--- config.mk ---
export PLATFORM = sky130hd
export DESIGN_NAME = websocket_frame_header_parser_core_flat
export DESIGN_NICKNAME = d
export VERILOG_FILES = /design/src/rtl/wsfp_pkg.sv /design/src/rtl/wsfp_in_if.sv /design/src/rtl/wsfp_out_if.sv /design/src/rtl/wsfp_front.sv /design/src/rtl/wsfp_queue.sv /design/src/rtl/wsfp_back.sv /design/src/rtl/websocket_frame_header_parser_core.sv /design/src/flat_wrapper.sv
export VERILOG_INCLUDE_DIRS = /design/src /design/src/rtl
export SDC_FILE = /design/constraint.sdc
export NUM_CORES = 1
export LEC_CHECK = 0
export ABC_AREA = 1
export ABC_CLOCK_PERIOD_IN_PS = 6600
export BUFFER_PORTS_ARGS = -buffer_cell sky130_fd_sc_hd__buf_2
export CORE_ASPECT_RATIO = 1.1
export CORE_UTILIZATION = 55
export CTS_CLUSTER_DIAMETER = 150
export CTS_CLUSTER_SIZE = 30
export DETAILED_ROUTE_END_ITERATION = 7
export PLACE_DENSITY = 0.87
export SYNTH_ARGS = -nofsm -noshare
export SYNTH_HDL_FRONTEND = slang
export SYNTH_SLANG_ARGS = --single-unit
--- constraint.sdc ---
create_clock -name i_clk -period 6.6 [get_ports i_clk]
set_clock_uncertainty 0.05 [all_clocks]
set_input_delay 0.33 -clock i_clk [delete_from_list [all_inputs] [get_ports i_clk]]
set_output_delay 0.33 -clock i_clk [all_outputs]
set_load 0.02 [all_outputs]
--- src/rtl/assert_macros.svh ---
// ----------------------------------------------------------------------------
// assertion macros
// shared concurrent assertion forms, reset disables every check
// ----------------------------------------------------------------------------
`ifndef ASSERT_MACROS_SVH
`define ASSERT_MACROS_SVH

// condition holds at every edge out of reset
`define WSFP_ASSERT_NOW(label, clk, rst_n, cond) \
    label: assert property (@(posedge clk) disable iff (!rst_n) (cond)) \
        else $error("wsfp assertion failed");

// consequent holds in the same cycle as the antecedent
`define WSFP_ASSERT_IMP(label, clk, rst_n, ante, cons) \
    label: assert property (@(posedge clk) disable iff (!rst_n) (ante) |-> (cons)) \
        else $error("wsfp assertion failed");

// consequent holds in the cycle after the antecedent
`define WSFP_ASSERT_NXT(label, clk, rst_n, ante, cons) \
    label: assert property (@(posedge clk) disable iff (!rst_n) (ante) |=> (cons)) \
        else $error("wsfp assertion failed");

`endif

--- src/rtl/wsfp_pkg.sv ---
// ----------------------------------------------------------------------------
// wsfp_pkg
// types and constants shared by the websocket frame header parser
// ----------------------------------------------------------------------------
package wsfp_pkg;

    localparam int LEN_W  = 63;
    localparam int ACC_W  = 64;
    localparam int BYTE_W = 8;

    localparam logic [3:0] HDR_BASE       = 4'd2;
    localparam logic [3:0] HDR_MASKED     = 4'd6;
    localparam logic [3:0] HDR_EXT16      = 4'd8;
    localparam logic [3:0] HDR_EXT64      = 4'd14;
    localparam logic [3:0] MASK_KEY_BYTES = 4'd4;

    localparam logic [6:0] CODE_EXT16 = 7'd126;
    localparam logic [6:0] CODE_EXT64 = 7'd127;

    localparam logic [3:0] POS_FIRST  = 4'd0;
    localparam logic [3:0] POS_SECOND = 4'd1;
    localparam logic [3:0] POS_EXT    = 4'd2;

    localparam int QUEUE_DEPTH = 4;
    localparam int QUEUE_PTR_W = $clog2(QUEUE_DEPTH);
    localparam int QUEUE_CNT_W = $clog2(QUEUE_DEPTH + 1);

    typedef enum logic [1:0] {
        ST_PARTIAL = 2'd0,
        ST_READY   = 2'd1,
        ST_ERROR   = 2'd2
    } t_status;

    typedef struct packed {
        t_status           status;
        logic [BYTE_W-1:0] byte_out;
        logic              is_payload;
        logic              fin_flag;
        logic [3:0]        opcode;
        logic [3:0]        header_size;
        logic [LEN_W-1:0]  payload_length;
    } t_result;

endpackage

--- src/rtl/wsfp_in_if.sv ---
// ----------------------------------------------------------------------------
// wsfp_in_if
// received byte channel, valid/ready handshake
// ----------------------------------------------------------------------------
interface wsfp_in_if;
    import wsfp_pkg::*;

    logic              valid;
    logic              ready;
    logic [BYTE_W-1:0] byte_in;

    modport source (output valid, output byte_in, input ready);
    modport sink   (input valid, input byte_in, output ready);
endinterface

--- src/rtl/wsfp_out_if.sv ---
// ----------------------------------------------------------------------------
// wsfp_out_if
// per-byte parse result channel, valid/ready handshake
// ----------------------------------------------------------------------------
interface wsfp_out_if;
    import wsfp_pkg::*;

    logic              valid;
    logic              ready;
    logic [1:0]        status;
    logic [BYTE_W-1:0] byte_out;
    logic              is_payload;
    logic              fin_flag;
    logic [3:0]        opcode;
    logic [3:0]        header_size;
    logic [LEN_W-1:0]  payload_length;

    modport source (
        output valid, output status, output byte_out, output is_payload,
        output fin_flag, output opcode, output header_size, output payload_length,
        input ready
    );
    modport sink (
        input valid, input status, input byte_out, input is_payload,
        input fin_flag, input opcode, input header_size, input payload_length,
        output ready
    );
endinterface

--- src/rtl/wsfp_front.sv ---
// ----------------------------------------------------------------------------
// wsfp_front
// frame header state machine: classifies each byte and builds its result
// ----------------------------------------------------------------------------
`include "assert_macros.svh"

module wsfp_front (
    input  logic                        i_clk,
    input  logic                        i_rst_n,
    input  logic                        i_cfg_we,
    input  logic [wsfp_pkg::LEN_W-1:0]  i_cfg_wdata,
    wsfp_in_if.sink                     i_in,
    input  logic                        i_q_ready,
    output logic                        o_push,
    output wsfp_pkg::t_result           o_result
);
    import wsfp_pkg::*;

    typedef enum logic [2:0] {
        PH_BASE    = 3'b001,
        PH_HEADER  = 3'b010,
        PH_PAYLOAD = 3'b100
    } t_phase;

    t_phase             r_phase,   n_phase;
    logic [3:0]         r_pos,     n_pos;
    logic [BYTE_W-1:0]  r_hdr0,    n_hdr0;
    logic [3:0]         r_hs,      n_hs;
    logic [ACC_W-1:0]   r_acc,     n_acc;
    logic [LEN_W-1:0]   r_remain,  n_remain;
    logic [LEN_W-1:0]   r_max_len;

    logic               w_accept;
    logic [BYTE_W-1:0]  w_byte;
    logic [6:0]         w_code;
    logic [3:0]         w_hs_new;
    logic [ACC_W-1:0]   w_acc_new;
    logic               w_ext;
    logic               w_last;
    logic [ACC_W-1:0]   w_acc_sh;
    logic               w_over;

    assign w_accept    = i_in.valid && i_q_ready;
    assign i_in.ready  = i_q_ready;
    assign o_push      = w_accept;
    assign w_byte      = i_in.byte_in;
    assign w_code      = w_byte[6:0];

    assign w_hs_new  = (w_code == CODE_EXT16) ? HDR_EXT16 :
                       (w_code == CODE_EXT64) ? HDR_EXT64 : HDR_MASKED;
    assign w_acc_new = (w_code < CODE_EXT16) ? {{(ACC_W-7){1'b0}}, w_code} : '0;

    // extended length bytes sit between the base header and the mask key
    assign w_ext    = r_pos < (r_hs - MASK_KEY_BYTES);
    assign w_acc_sh = w_ext ? {r_acc[ACC_W-BYTE_W-1:0], w_byte} : r_acc;
    assign w_last   = (r_pos == (r_hs - 4'd1));
    assign w_over   = w_acc_sh > {1'b0, r_max_len};

    always_comb begin
        n_phase  = r_phase;
        n_pos    = r_pos;
        n_hdr0   = r_hdr0;
        n_hs     = r_hs;
        n_acc    = r_acc;
        n_remain = r_remain;

        o_result.status         = ST_PARTIAL;
        o_result.byte_out       = w_byte;
        o_result.is_payload     = 1'b0;
        o_result.fin_flag       = r_hdr0[7];
        o_result.opcode         = r_hdr0[3:0];
        o_result.header_size    = HDR_BASE;
        o_result.payload_length = '0;

        case (r_phase)
            PH_HEADER: begin
                o_result.header_size = r_hs;
                n_acc = w_acc_sh;
                if (r_hs == HDR_MASKED || w_last) begin
                    o_result.payload_length = w_acc_sh[LEN_W-1:0];
                end
                if (w_last) begin
                    if (w_over) begin
                        o_result.status = ST_ERROR;
                        n_phase = PH_BASE;
                        n_pos   = POS_FIRST;
                    end else if (w_acc_sh == '0) begin
                        o_result.status = ST_READY;
                        n_phase = PH_BASE;
                        n_pos   = POS_FIRST;
                    end else begin
                        n_phase  = PH_PAYLOAD;
                        n_remain = w_acc_sh[LEN_W-1:0];
                    end
                end else begin
                    n_pos = r_pos + 4'd1;
                end
            end
            PH_PAYLOAD: begin
                o_result.is_payload     = 1'b1;
                o_result.header_size    = r_hs;
                o_result.payload_length = r_acc[LEN_W-1:0];
                if (r_remain == {{(LEN_W-1){1'b0}}, 1'b1}) begin
                    o_result.status = ST_READY;
                    n_phase = PH_BASE;
                    n_pos   = POS_FIRST;
                end else begin
                    n_remain = r_remain - {{(LEN_W-1){1'b0}}, 1'b1};
                end
            end
            default: begin
                if (r_pos == POS_FIRST) begin
                    n_hdr0 = w_byte;
                    o_result.fin_flag = w_byte[7];
                    o_result.opcode   = w_byte[3:0];
                    n_pos = POS_SECOND;
                end else if (!w_byte[7]) begin
                    // unmasked frame from a client
                    o_result.status = ST_ERROR;
                    n_phase = PH_BASE;
                    n_pos   = POS_FIRST;
                end else begin
                    n_hs  = w_hs_new;
                    n_acc = w_acc_new;
                    o_result.header_size    = w_hs_new;
                    o_result.payload_length = w_acc_new[LEN_W-1:0];
                    n_pos   = POS_EXT;
                    n_phase = PH_HEADER;
                end
            end
        endcase
    end

    always_ff @(posedge i_clk) begin
        if (!i_rst_n) begin
            r_phase   <= PH_BASE;
            r_pos     <= POS_FIRST;
            r_max_len <= '1;
        end else begin
            if (i_cfg_we) begin
                r_max_len <= i_cfg_wdata;
            end
            if (w_accept) begin
                r_phase <= n_phase;
                r_pos   <= n_pos;
            end
        end
    end

    always_ff @(posedge i_clk) begin
        if (w_accept) begin
            r_hdr0   <= n_hdr0;
            r_hs     <= n_hs;
            r_acc    <= n_acc;
            r_remain <= n_remain;
        end
    end

    `WSFP_ASSERT_IMP(a_payload_left, i_clk, i_rst_n, r_phase == PH_PAYLOAD, r_remain != '0)
    `WSFP_ASSERT_IMP(a_header_pos, i_clk, i_rst_n, r_phase == PH_HEADER, (r_pos >= POS_EXT) && (r_pos < r_hs))

endmodule

--- src/rtl/wsfp_queue.sv ---
// ----------------------------------------------------------------------------
// wsfp_queue
// short result queue between the parser and the output stage
// ----------------------------------------------------------------------------
`include "assert_macros.svh"

module wsfp_queue (
    input  logic               i_clk,
    input  logic               i_rst_n,
    input  logic               i_push,
    input  wsfp_pkg::t_result  i_data,
    output logic               o_ready,
    output logic               o_valid,
    output wsfp_pkg::t_result  o_data,
    input  logic               i_pop
);
    import wsfp_pkg::*;

    t_result                r_mem [QUEUE_DEPTH];
    logic [QUEUE_PTR_W-1:0] r_wr_ptr, n_wr_ptr;
    logic [QUEUE_PTR_W-1:0] r_rd_ptr, n_rd_ptr;
    logic [QUEUE_CNT_W-1:0] r_count,  n_count;
    logic                   w_push;
    logic                   w_pop;

    localparam logic [QUEUE_PTR_W-1:0] PTR_LAST = QUEUE_PTR_W'(QUEUE_DEPTH - 1);
    localparam logic [QUEUE_CNT_W-1:0] CNT_FULL = QUEUE_CNT_W'(QUEUE_DEPTH);

    assign o_ready = r_count != CNT_FULL;
    assign o_valid = r_count != '0;
    assign o_data  = r_mem[r_rd_ptr];
    assign w_push  = i_push && o_ready;
    assign w_pop   = i_pop && o_valid;

    always_comb begin
        n_wr_ptr = r_wr_ptr;
        n_rd_ptr = r_rd_ptr;
        n_count  = r_count;
        if (w_push) begin
            n_wr_ptr = (r_wr_ptr == PTR_LAST) ? '0 : r_wr_ptr + 1'b1;
        end
        if (w_pop) begin
            n_rd_ptr = (r_rd_ptr == PTR_LAST) ? '0 : r_rd_ptr + 1'b1;
        end
        if (w_push && !w_pop) begin
            n_count = r_count + 1'b1;
        end else if (w_pop && !w_push) begin
            n_count = r_count - 1'b1;
        end
    end

    always_ff @(posedge i_clk) begin
        if (!i_rst_n) begin
            r_wr_ptr <= '0;
            r_rd_ptr <= '0;
            r_count  <= '0;
        end else begin
            r_wr_ptr <= n_wr_ptr;
            r_rd_ptr <= n_rd_ptr;
            r_count  <= n_count;
        end
    end

    always_ff @(posedge i_clk) begin
        if (w_push) begin
            r_mem[r_wr_ptr] <= i_data;
        end
    end

    `WSFP_ASSERT_NOW(a_count_range, i_clk, i_rst_n, r_count <= CNT_FULL)
    `WSFP_ASSERT_NXT(a_count_grow, i_clk, i_rst_n, w_push && !w_pop, r_count == $past(r_count) + 1'b1)

endmodule

--- src/rtl/wsfp_back.sv ---
// ----------------------------------------------------------------------------
// wsfp_back
// output register: drains the queue into the result channel
// ----------------------------------------------------------------------------
module wsfp_back (
    input  logic               i_clk,
    input  logic               i_rst_n,
    input  logic               i_q_valid,
    input  wsfp_pkg::t_result  i_q_data,
    output logic               o_pop,
    wsfp_out_if.source         o_out
);
    import wsfp_pkg::*;

    logic    r_valid;
    t_result r_data;

    // refill whenever the held request is gone or leaves this cycle
    assign o_pop = i_q_valid && (!r_valid || o_out.ready);

    always_ff @(posedge i_clk) begin
        if (!i_rst_n) begin
            r_valid <= 1'b0;
        end else if (!r_valid || o_out.ready) begin
            r_valid <= i_q_valid;
        end
    end

    always_ff @(posedge i_clk) begin
        if (o_pop) begin
            r_data <= i_q_data;
        end
    end

    assign o_out.valid          = r_valid;
    assign o_out.status         = r_data.status;
    assign o_out.byte_out       = r_data.byte_out;
    assign o_out.is_payload     = r_data.is_payload;
    assign o_out.fin_flag       = r_data.fin_flag;
    assign o_out.opcode         = r_data.opcode;
    assign o_out.header_size    = r_data.header_size;
    assign o_out.payload_length = r_data.payload_length;

endmodule

--- src/rtl/websocket_frame_header_parser_core.sv ---
// ----------------------------------------------------------------------------
// websocket_frame_header_parser_core
// delimits websocket frames in a received byte stream, one result per byte
// ----------------------------------------------------------------------------
// Takes one byte per clock and returns one result per byte in the same order:
// the byte unchanged, whether it is header or payload, the header fields seen
// so far and a status (incomplete, frame ready, error). A request is taken
// in any cycle in which the four-entry result queue has room, so with the
// output side ready the block sustains one byte per cycle; that figure is set
// by the parser state machine, which updates its length and position state
// for each byte as it is taken. A result reaches the output through the queue
// and the output register. Unmasked frames and lengths above the limit
// register end in error status, after which parsing restarts at a new header.
// The limit register may be written only while no result is outstanding.
// ----------------------------------------------------------------------------
module websocket_frame_header_parser_core (
    input  logic                        i_clk,
    input  logic                        i_rst_n,
    input  logic                        i_cfg_we,
    input  logic [wsfp_pkg::LEN_W-1:0]  i_cfg_wdata,
    wsfp_in_if.sink                     i_in,
    wsfp_out_if.source                  o_out
);
    import wsfp_pkg::*;

    logic    w_push;
    t_result w_push_data;
    logic    w_q_ready;
    logic    w_q_valid;
    t_result w_q_data;
    logic    w_pop;

    wsfp_front u_front (
        .i_clk       (i_clk),
        .i_rst_n     (i_rst_n),
        .i_cfg_we    (i_cfg_we),
        .i_cfg_wdata (i_cfg_wdata),
        .i_in        (i_in),
        .i_q_ready   (w_q_ready),
        .o_push      (w_push),
        .o_result    (w_push_data)
    );

    wsfp_queue u_queue (
        .i_clk   (i_clk),
        .i_rst_n (i_rst_n),
        .i_push  (w_push),
        .i_data  (w_push_data),
        .o_ready (w_q_ready),
        .o_valid (w_q_valid),
        .o_data  (w_q_data),
        .i_pop   (w_pop)
    );

    wsfp_back u_back (
        .i_clk     (i_clk),
        .i_rst_n   (i_rst_n),
        .i_q_valid (w_q_valid),
        .i_q_data  (w_q_data),
        .o_pop     (w_pop),
        .o_out     (o_out)
    );

endmodule

--- src/flat_wrapper.sv ---
// flat-port wrapper written by rule: the top's interface ports become plain ports
module websocket_frame_header_parser_core_flat import wsfp_pkg::*;
  (i_clk, i_rst_n, i_cfg_we, i_cfg_wdata, i_in_valid, i_in_byte_in, i_in_ready, o_out_valid, o_out_status, o_out_byte_out, o_out_is_payload, o_out_fin_flag, o_out_opcode, o_out_header_size, o_out_payload_length, o_out_ready);
  wsfp_in_if i_in_i ();
  wsfp_out_if o_out_i ();
  input  logic i_clk;
  input  logic i_rst_n;
  input  logic i_cfg_we;
  input  logic [wsfp_pkg::LEN_W-1:0] i_cfg_wdata;
  input wire logic [$bits(i_in_i.valid)-1:0] i_in_valid;
  input wire logic [$bits(i_in_i.byte_in)-1:0] i_in_byte_in;
  output wire logic [$bits(i_in_i.ready)-1:0] i_in_ready;
  output wire logic [$bits(o_out_i.valid)-1:0] o_out_valid;
  output wire logic [$bits(o_out_i.status)-1:0] o_out_status;
  output wire logic [$bits(o_out_i.byte_out)-1:0] o_out_byte_out;
  output wire logic [$bits(o_out_i.is_payload)-1:0] o_out_is_payload;
  output wire logic [$bits(o_out_i.fin_flag)-1:0] o_out_fin_flag;
  output wire logic [$bits(o_out_i.opcode)-1:0] o_out_opcode;
  output wire logic [$bits(o_out_i.header_size)-1:0] o_out_header_size;
  output wire logic [$bits(o_out_i.payload_length)-1:0] o_out_payload_length;
  input wire logic [$bits(o_out_i.ready)-1:0] o_out_ready;
  assign i_in_i.valid = i_in_valid;
  assign i_in_i.byte_in = i_in_byte_in;
  assign i_in_ready = i_in_i.ready;
  assign o_out_valid = o_out_i.valid;
  assign o_out_status = o_out_i.status;
  assign o_out_byte_out = o_out_i.byte_out;
  assign o_out_is_payload = o_out_i.is_payload;
  assign o_out_fin_flag = o_out_i.fin_flag;
  assign o_out_opcode = o_out_i.opcode;
  assign o_out_header_size = o_out_i.header_size;
  assign o_out_payload_length = o_out_i.payload_length;
  assign o_out_i.ready = o_out_ready;
  websocket_frame_header_parser_core u_core (.i_clk(i_clk), .i_rst_n(i_rst_n), .i_cfg_we(i_cfg_we), .i_cfg_wdata(i_cfg_wdata), .i_in(i_in_i), .o_out(o_out_i));
endmodule
==> results.md, run 1 <==
Global routing:
- After global routing the overflow that remains totals 0.
- Entering global routing, the biggest net connects about 130 pins.
- The initial antenna violation count is 0.
- The number of global-route vias before repair is 19090.
- The first global-routing pass estimated roughly 110000 um of wire.
- Global routing consumed, over all layers together, between 20% and 30% of the routing resources.

Place:
- The half-perimeter wire length of the detailed placement result is just under 50000 um.
- Input and output buffers added on the ports amount to 159.
- The placed instance count is between 3000 and 4000.
- The final estimated routing congestion in global placement is approximately 0.93.
- The placed instances occupy a cell area of approximately 30000 um2.

Setup path:
- The type of the worst setup path is flop to flop.
- The worst setup path is launched from a flop.
- The family of cells with the greatest summed delay on the critical path is compound AO/OA/AOI/OAI gates.
- The largest stage delay on the critical path is 0.75 ns.
- The most numerous cell on the critical path is sky130_fd_sc_hd__nand2_1.
- STA classifies the critical path endpoint as a flop.
- The standard cell with the maximum stage delay on the critical path is sky130_fd_sc_hd__o21ai_0.
- Setup slack on the worst reg-to-reg path comes out at roughly 1.1 ns.
- At the worst endpoint, the required time is around 6.8 ns.
- Walking the worst path, the cells encountered are ha_1 > inv_1 > ha_1 > or2_4 > nand2_4 > o21ai_0 > ha_1 > a21oi_1 > o21ai_0 > nand2_1 > nand2_1 > a21oi_1 > nand2_1 > nand2_1 > nand2_1 > nand2_1 > nand2_1 > a21oi_4 > buf_4.
- At the worst endpoint, the arrival time is between 5 and 6 ns.
- The highest net fanout along the worst path is 63.
- Together, buffers and inverters on the worst path number 2.

Clock network:
- After clock tree synthesis, the clock-pin slew on the worst setup and hold paths is 0.11 ns.
- The clock net in this run drives a total of about 620 sinks.
- The clock latency on the worst-skew pair is roughly 0.6 ns.
- TritonCTS built the clock tree.
- The H-tree depth reported by CTS is 1.
- The total clock buffers created by CTS is 24.
- Clock tree synthesis selected as its root buffer the cell sky130_fd_sc_hd__clkbuf_16.
- The buffer levels on the longest clock path is 3.

Cells and area:
- The final design area excluding fillers is about 30000 um2.
- The area occupied by registers is around 18000 um2.
- The post-route netlist has slightly below 9% of its cells at a drive strength greater than 1.
- The multi-input combinational cells in the finished layout cover a total of between 8000 and 9000 um2.
- The fill cell total of the finished layout is between 3000 and 4000.
- Leaving out fill and tap cells, the most frequent cells in the layout are 544 x sky130_fd_sc_hd__edfxtp_1, 401 x sky130_fd_sc_hd__nor2_1, 394 x sky130_fd_sc_hd__nand2_1.
- In the final design database the tool counted a little under 3000 nets.
- Leaving out fill and tap cells, the most frequent cell in the layout is sky130_fd_sc_hd__edfxtp_1.
- The repair_antennas step left the layout with diodes totalling 0.
- The area growth from synthesis to layout is 9.782%.
- The count of placed standard cells in the final layout, fillers left out is 3491.

Timing:
- The hold violation total from the final report was 0.
- The final sum of negative setup slack is 0 ns.
- The final max-slew violation count is 0.
- The worst pin sits at a relative slew slack of about a quarter.
- The final critical delay including setup and external delays is roughly 5.5 ns.
- The highest clock rate is between 150 and 200 MHz.
- The worst path uses between 80% and 90% of the clock period.
- The transition time of the tightest slew-check pin is 1.113 ns.
- The number of setup violations in the final report is 0.
- Setup repair after global routing left no endpoint under its margin.

Synthesis:
- The sequential element share of the synthesized area is 64.04%.
- The post-synthesis instance area is 27950 um2.
- Yosys printed 0 warnings.
- The number of enable-type register cells in the synthesized netlist is roughly 540.
- For this run, asynchronously set or reset flops after synthesis account for 0%.
- After synthesis, the mean cell area works out to roughly 10 um2.
- Synthesis produced a netlist whose cell count is between 2000 and 3000.
- By area the synthesized netlist is led by sky130_fd_sc_hd__edfxtp_1 58%, sky130_fd_sc_hd__o21ai_0 6.0%, sky130_fd_sc_hd__dfxtp_1 5.6%.
- The netlist uses 48 different library cells.
- The share of synthesized area in the top cell type comes to 58.45%.
- The most used flip-flop cell after synthesis is sky130_fd_sc_hd__edfxtp_1.
- The synthesis-stage register bit count is 622.
- Of all cell types, the one taking the most synthesized area is sky130_fd_sc_hd__edfxtp_1.
- When the netlist entered floorplanning its net count stood at roughly 2800.

Route:
- The remaining antenna violation count after routing is 0.
- Dividing the detail-routed wire length by the instance count gives 20.24 um.
- The average via count per standard cell is ~5.9.
- After detailed routing, the number of remaining DRC violations is 0.
- The total number of vias is between 20000 and 25000.
- After the first detailed-routing iteration, the DRC count stood at between 2000 and 2500.
- The number of iterations in the first detailed-routing pass is 6.
- Wires add up to approximately 70000 um.

Run:
- Max-cap violations in this run came to 0.

Floorplanning:
- The row count is 86.
- The die covers 51720 um2.
- The number of primary I/O pins is between 150 and 200.
- For this configuration, the core starts out at a cell density of a little under three fifths.
- The floorplan step set the die height to ~240 um.
- The floorplan die width is 216.9 um.
- The area of the core region is 50140 um2.

Power:
- Power spread over the standard cell area amounts to around 340 nW/um2.
- Combinational cells account for 29.5% of the total power.
- The part of the power in the clock network is 18.0%.
- The fraction of power consumed by sequential logic is ~53%.
- The worst-case IR drop observed on VDD is around 300 uV.
- The switching power is 0.003630 W.
- Cell internal power was estimated by the tool at roughly 0.0067 W.
- In this run switching power makes up about a third of total power.
- The leakage power is roughly 12 nW.

Status:
- The flow ran to the end, and the final reports show no timing, DRC or antenna violations.

Hold path:
- The tightest min-delay check is of the primary input to flop type.
==> worst paths after layout <==
check                                   start  cells after the start                          end
setup / recovery       u_core.u_front.r_hs[2]                     19   u_core.u_front.r_remain[9]
hold / removal                i_in_byte_in[3]                      1  u_core.u_queue.r_mem[0][76]
setup reg to reg       u_core.u_front.r_hs[2]                     19   u_core.u_front.r_remain[9]
hold reg to reg   u_core.u_front.r_max_len[0]                      2  u_core.u_front.r_max_len[0]
==> per-layer routing <==
metal  wire length [um]  global-route usage (%)
met1              29840                   38.79
met2              33250                   43.70
met3               6088                   3.238
met4               1475                   6.210
met5                  0                       0
==> kinds of logic after synthesis <==
logic type	Yosys count	share of synthesized area (%)
adders and majority gates	79	3.564
DFF	622	64.04
xor gates and xnor gates	43	1.348
other	1	0.01342
and+or+nand+nor	928	13.48
buffers and inverters	363	5.068
AOI/OAI and AO/OA	628	12.49
==> registers in the layout, summed over array words and instances (netlist names), 4 cells and up <==
register and flops:
u_core.u_back.o_out.byte_out 8, u_core.u_back.o_out.opcode 4, u_core.u_back.o_out.payload_length 63, u_core.u_front.r_acc 64, u_core.u_front.r_hdr0 5, u_core.u_front.r_max_len 63
u_core.u_front.r_pos 4, u_core.u_front.r_remain 63, u_core.u_queue.r_mem 328
==> synth_stat cells, types with 19 or more instances <==
cell	count
sky130_fd_sc_hd__inv_1	233
sky130_fd_sc_hd__nand3_1	49
sky130_fd_sc_hd__nor3_1	21
sky130_fd_sc_hd__nor2_1	405
sky130_fd_sc_hd__clkbuf_1	98
sky130_fd_sc_hd__ha_1	78
sky130_fd_sc_hd__nand4_1	19
sky130_fd_sc_hd__edfxtp_1	544
sky130_fd_sc_hd__xnor2_1	20
sky130_fd_sc_hd__o22ai_1	84
sky130_fd_sc_hd__a21oi_1	131
sky130_fd_sc_hd__nand2_1	394
sky130_fd_sc_hd__dfxtp_1	78
sky130_fd_sc_hd__o21ai_0	333
sky130_fd_sc_hd__a22o_1	47
sky130_fd_sc_hd__xor2_1	23
==> metrics by stage <==
step / util, % / hold slack (ns) / power (W) / worst slack, ns
after floorplan: - / 0.3789 / 0.007473 / 0.1020
after global placement: 58.43 / 0.4113 / 0.008337 / 1.385
after detailed placement: 58.43 / 0.4145 / 0.008489 / 1.174
after CTS: 61.19 / 0.007514 / 0.01032 / 1.166
after global routing: 61.19 / 0.01029 / 0.01080 / 0.8037
final: 61.19 / 0.01480 / 0.01031 / 1.073
==> power groups by stage <==
stage / Combinational (W) / Clock, W / Sequential [W]
3_3_place_gp: 0.00286 / 0 / 0.00547
2_1_floorplan: 0.00172 / 0 / 0.00575
3_5_place_dp: 0.00299 / 0 / 0.00550
6_report: 0.00304 / 0.00186 / 0.00541
4_1_cts: 0.00303 / 0.00187 / 0.00542
5_1_grt: 0.00333 / 0.00200 / 0.00547
==> repair_timing <==
item,in CTS,in global routing
setup buffers,0,0
hold buffers,68,0
setup endpoints to repair,0,0
resized for setup,0,0
hold endpoints to repair,78,0
==> layout make-up <==
type	count	area share, %
flip-flops and latches	622	58.36
inverters	236	2.895
well taps	660	2.691
clock inverters	1	0.02855
clock buffers	43	2.259
multi-input cells	1679	28.39
repair buffers	250	5.383
(Power assumes the default switching activity.)
==> run 2: changes to the inputs <==
--- a/config.mk
+++ b/config.mk
@@ -6,15 +6,15 @@
 export SDC_FILE = /design/constraint.sdc
 export NUM_CORES = 1
 export LEC_CHECK = 0
-export ABC_AREA = 1
-export ABC_CLOCK_PERIOD_IN_PS = 6600
+export ABC_AREA = 0
+export ABC_CLOCK_PERIOD_IN_PS = 5800
 export BUFFER_PORTS_ARGS = -buffer_cell sky130_fd_sc_hd__buf_2
 export CORE_ASPECT_RATIO = 1.1
 export CORE_UTILIZATION = 55
 export CTS_CLUSTER_DIAMETER = 150
 export CTS_CLUSTER_SIZE = 30
 export DETAILED_ROUTE_END_ITERATION = 7
-export PLACE_DENSITY = 0.87
+export PLACE_DENSITY = 0.84
 export SYNTH_ARGS = -nofsm -noshare
 export SYNTH_HDL_FRONTEND = slang
 export SYNTH_SLANG_ARGS = --single-unit
==> constraint.sdc (replaced) <==
create_clock -name i_clk -period 5.8 [get_ports i_clk]
set_clock_uncertainty 0.05 [all_clocks]
set_input_delay 0.29 -clock i_clk [delete_from_list [all_inputs] [get_ports i_clk]]
set_output_delay 0.29 -clock i_clk [all_outputs]
set_load 0.02 [all_outputs]
==> run 2 against run 1 <==
Compared with the run above: power increased by 3.0%; worst setup slack got worse by 0.54 ns; sequential share of layout area increased by 0.53 points; critical path type unchanged; cell area decreased by 0.89%; largest power group unchanged; largest cell class unchanged; clock-buffer cell count unchanged; critical endpoint is now u_core.u_front.r_remain[4].
==> results.md, run 2 <==
Place:
- The cell area reported after detailed placement is 28950 um2 (-1.2%).
- The number of port buffers is 159 (unchanged).
- The worst setup timing slack at the placement stage is 0.1434 ns (-1.030 ns).
- The half-perimeter wire length of the detailed placement result is 42540 um (-12%).
- The final estimated routing congestion in global placement came to 0.9295 (-0.50%).

Global routing:
- The remaining global-route overflow is 0 (unchanged).
- The global-route wire length before repair came to 94820 um (-11%).
- The overall global routing resource usage is 25.41% (-1.5 points).
- The largest net degree at the start of global routing came to 126 (-0.79%).
- The initial antenna violation count was 1 (+1).
- The number of global-route vias before repair was 15960 (-16%).

Timing:
- The transition time of the tightest slew-check pin was 1.068 ns (-0.04502 ns).
- The final max-slew violation count was 0 (unchanged).
- The hold violation total from the final report is 0 (unchanged).
- The worst slew slack as a fraction of its limit was 28.78% (+3.0 points).
- The highest clock rate is 189.8 MHz (+4.9%).
- The worst setup slack after layout was 0.5305 ns (-0.5422 ns).
- The number of setup violations in the final report was 0 (unchanged).
- The worst hold margin is 0.02498 ns (+0.01018 ns).
- The final critical delay including setup and external delays is 5.270 ns (-0.2578 ns).
- Setup repair after global routing left no endpoint under its margin.
- The final worst-path cycle share came to 90.85% (+7.1 points).

Setup path:
- The minimum setup slack among reg-to-reg paths was 0.53 ns (-0.54 ns).
- The endpoint identified for the worst register-to-register timing path is u_core.u_front.r_remain[4].
- The worst setup path is launched from a flop.
- The path depth of the worst reg2reg path was 21 (+2).
- The arrival time of data at the critical path endpoint is 5.49 ns (-0.20 ns).
- The type of destination of the critical path is a flop.
- The highest net fanout along the worst path came to 24 (-62%).
- Walking the worst path, the cells encountered are ha_1 > inv_1 > ha_1 > nor2_1 > a21oi_4 > buf_12 > buf_12 > buf_12 > mux2i_1 > inv_1 > ha_1 > nand4_1 > nor4_2 > nand4_1 > nor3_1 > buf_4 > nand4_1 > o21a_1 > or3_4 > a211oi_4 > buf_4.
- The standard cell with the maximum stage delay on the critical path is sky130_fd_sc_hd__edfxtp_1.
- The launching point of the worst reg2reg path is u_core.u_front.r_hs[2].
- The type of the worst setup path is flop to flop.
- The data required time of the worst path is 6.02 ns (-0.74 ns).
- The largest stage delay on the critical path is 0.48 ns (-0.27 ns).

Hold path:
- The worst hold path class is primary input to flop.
- The worst hold path terminates at u_core.u_queue.r_mem[0][74].
- The worst hold path begins at i_in_byte_in[1].
- The number of instances on the worst hold path was 1 (unchanged).

Synthesis:
- The synthesized-area fraction occupied by and/or/nand/nor cells is 8.482% (-5.0 points).
- The largest area contributor in the synthesized netlist is sky130_fd_sc_hd__edfxtp_1.
- The synthesized-area fraction occupied by ao, oa, aoi and oai cells is 6.191% (-6.3 points).
- The combinational family with the most area after synthesis is multiplexers.
- The number of enable-type register cells in the synthesized netlist is 544 (unchanged).
- The post-synthesis instance area was 26980 um2 (-3.5%).
- By count the netlist is led by 544 x sky130_fd_sc_hd__edfxtp_1, 183 x sky130_fd_sc_hd__nand2_1, 144 x sky130_fd_sc_hd__inv_1.
- The mean area per synthesized cell was 14.02 um2 (+34%).
- After synthesis, the cell types taking the most area are sky130_fd_sc_hd__edfxtp_1 61%, sky130_fd_sc_hd__mux4_2 6.8%, sky130_fd_sc_hd__dfxtp_1 5.8%.
- The cell count after synthesis is 1924 (-28%).
- The number of unique standard cell types used by synthesis was 66 (+38%).
- The share of synthesized flip-flops with an asynchronous set or reset is 0% (unchanged).
- In the synthesized netlist the dominant register cell turns out to be sky130_fd_sc_hd__edfxtp_1.
- The area share of the largest cell type after synthesis came to 60.55% (+2.1 points).
- The proportion of synthesized area in mux cells is 10.14% (+10 points).
- The arithmetic-cell share of the synthesized area counting full adders, half adders and majority gates is 3.691% (+0.13 points).
- The most common cell in the synthesized netlist is sky130_fd_sc_hd__edfxtp_1.
- The net count of the mapped netlist was 2079 (-26%).
- The synthesis-stage register bit count is 622 (unchanged).
- The sequential element share of the synthesized area is 66.33% (+2.3 points).
- The count of yosys warnings during synthesis is 0 (unchanged).
- The area share of xor/xnor cells in the synthesized design is 1.818% (+0.47 points).

Cells and area:
- In the layout the commonest cells are 544 x sky130_fd_sc_hd__edfxtp_1, 181 x sky130_fd_sc_hd__nand2_1, 158 x sky130_fd_sc_hd__buf_2.
- The total inserted antenna cells is 0 (unchanged).
- The final net count is 2322 (-22%).
- Leaving out fill and tap cells, the most frequent cell in the layout is sky130_fd_sc_hd__edfxtp_1.
- The flip-flop count of the largest register, all copies and words added was 328 (unchanged).
- The fraction of final layout cells sized beyond drive strength 1 is 17.62% (+8.9 points).
- Relative to the synthesized area, the layout overhead comes to 12.70%.
- The final design area excluding fillers is 30410 um2 (-0.89%).
- The register bank with the most flops is u_core.u_queue.r_mem.
- The largest registers in the layout are u_core.u_queue.r_mem: 328 flops, u_core.u_front.r_acc: 64 flops.

Clock network:
- The count of clock tree sinks is 622 (unchanged).
- The buffer levels on the longest clock path was 3 (unchanged).
- The total clock buffers created by CTS is 24 (unchanged).
- The clock latency on the worst-skew pair was 0.61 ns (about the same).
- The number of instances resized during post-cts repair is 0 (unchanged).
- The clock-pin transition on the worst setup and hold timing paths is 0.11 ns (about the same).
- The H-tree depth reported by CTS was 1 (unchanged).
- The root buffer cell is sky130_fd_sc_hd__clkbuf_16.
- The clock tree from TritonCTS is built.

Power:
- The maximum vdd ir drop was 293.4 uV (-3.4%).
- The power per unit of standard cell area is 349.4 nW/um2 (+3.9%).
- The leakage power was 11.17 nW (-6.1%).

Route:
- The average via count per standard cell is 6.003 (+1.9%).
- The wire length per cell after detailed routing is 22.52 um (+11%).
- The violation count after the first detailed-route iteration was 1817 (-20%).
- The remaining antenna violation count after routing came to 0 (unchanged).
- The total number of vias is 16990 (-17%).
- The number of iterations in the first detailed-routing pass is 8 (+2).
- The remaining routing DRC violations is 0 (unchanged).
- The wire length reported by the detailed router was 63740 um (-9.8%).

Status:
- The run finished with clean final reports.

Floorplanning:
- The effective utilization at floorplan came to 56.05% (+0.31 points).
- The number of primary I/O pins is 161 (unchanged).
- The overall die area is 49950 um2 (-3.4%).
- The floorplan die width is 213.2 um (-1.7%).
- The area of the core region was 48140 um2 (-4.0%).
- The row count is 84 (-2.3%).
- The vertical die dimension came to 234.3 um (-1.7%).

Run:
- The count of max-cap constraint violations is 0 (unchanged).
## run 2: area by class of cell
cell class,instances,area [um2]
fillers,3472,17730
well taps,645,807.0
repair buffers,306,2132
clock buffers,43,693.2
multi-input cells,1068,8318
flip-flops and latches,622,17900
inverters,145,544.3
clock inverters,1,8.758
## run 2: report_power, final
group          switching [W]  internal [W]  total, W
sequential          0.000337       0.00565   0.00599
combinational        0.00148       0.00104   0.00252
clock                0.00129      0.000828   0.00211
## run 2: cell families (layout without fill, tap and decap cells)
| kind of cell | after synthesis | in the layout |
|---|---|---|
| fa+ha+maj | 79 | 79 |
| compound gates | 273 | 273 |
| mux | 170 | 170 |
| buf+inv | 234 | 495 |
| xor+xnor | 56 | 56 |
| simple gates | 489 | 489 |
| other cells | 1 | 1 |
| flops | 622 | 622 |
## run 2: how the worst max path moves through the flow
stage / slack, ns / startpoint / to
global route: 0.31 / u_core.u_front.r_hs[2] / u_core.u_front.r_remain[4]
detailed placement: 0.14 / u_core.u_front.r_hs[2] / u_core.u_front.r_remain[9]
finish: 0.53 / u_core.u_front.r_hs[2] / u_core.u_front.r_remain[4]
CTS: 0.11 / u_core.u_front.r_hs[2] / u_core.u_front.r_remain[17]
floorplan: -0.26 / u_core.u_front.r_hs[2] / u_core.u_front.r_remain[0]
global placement: 0.21 / u_core.u_front.r_hs[2] / u_core.u_front.r_remain[23]
## run 2: metrics by stage
stage / power, W / setup TNS, ns / utilization, % / instances
after global routing: 0.01104 / 0 / 63.17 / 2830
after CTS: 0.01068 / 0 / 62.99 / 2820
after global placement: 0.008499 / 0 / 60.14 / 2709
final: 0.01062 / 0 / 63.17 / 2830
after detailed placement: 0.008587 / 0 / 60.14 / 2709
after floorplan: 0.007703 / -16.60 / - / 1924
## run 2: routing by layer
| metal | GRT usage [%] | vias to the layer above | share of wire (%) |
|---|---|---|---|
| li1 | - | 7639 | - |
| met1 | 36.97 | 8334 | 41 |
| met2 | 39.75 | 917 | 47 |
| met3 | 4.460 | 97 | 9.8 |
| met4 | 6.830 | 2 | 2.5 |
| met5 | 0 | - | 0.017 |
## run 2: critical path: cells and delay by family, from the launching register on
family / cells / cell delay (ns)
and+or+nand+nor: 7 / 1.38
DFF: 1 / 0.48
buffers and inverters: 7 / 1.19
adders and majority gates: 3 / 0.88
muxes: 1 / 0.25
AOI/OAI and AO/OA: 3 / 0.65
## run 2: timing repair
item	in CTS	in global routing
hold buffers	67	0
endpoints found under the setup margin	0	63
setup buffers	0	10
endpoints found under the hold margin	76	0
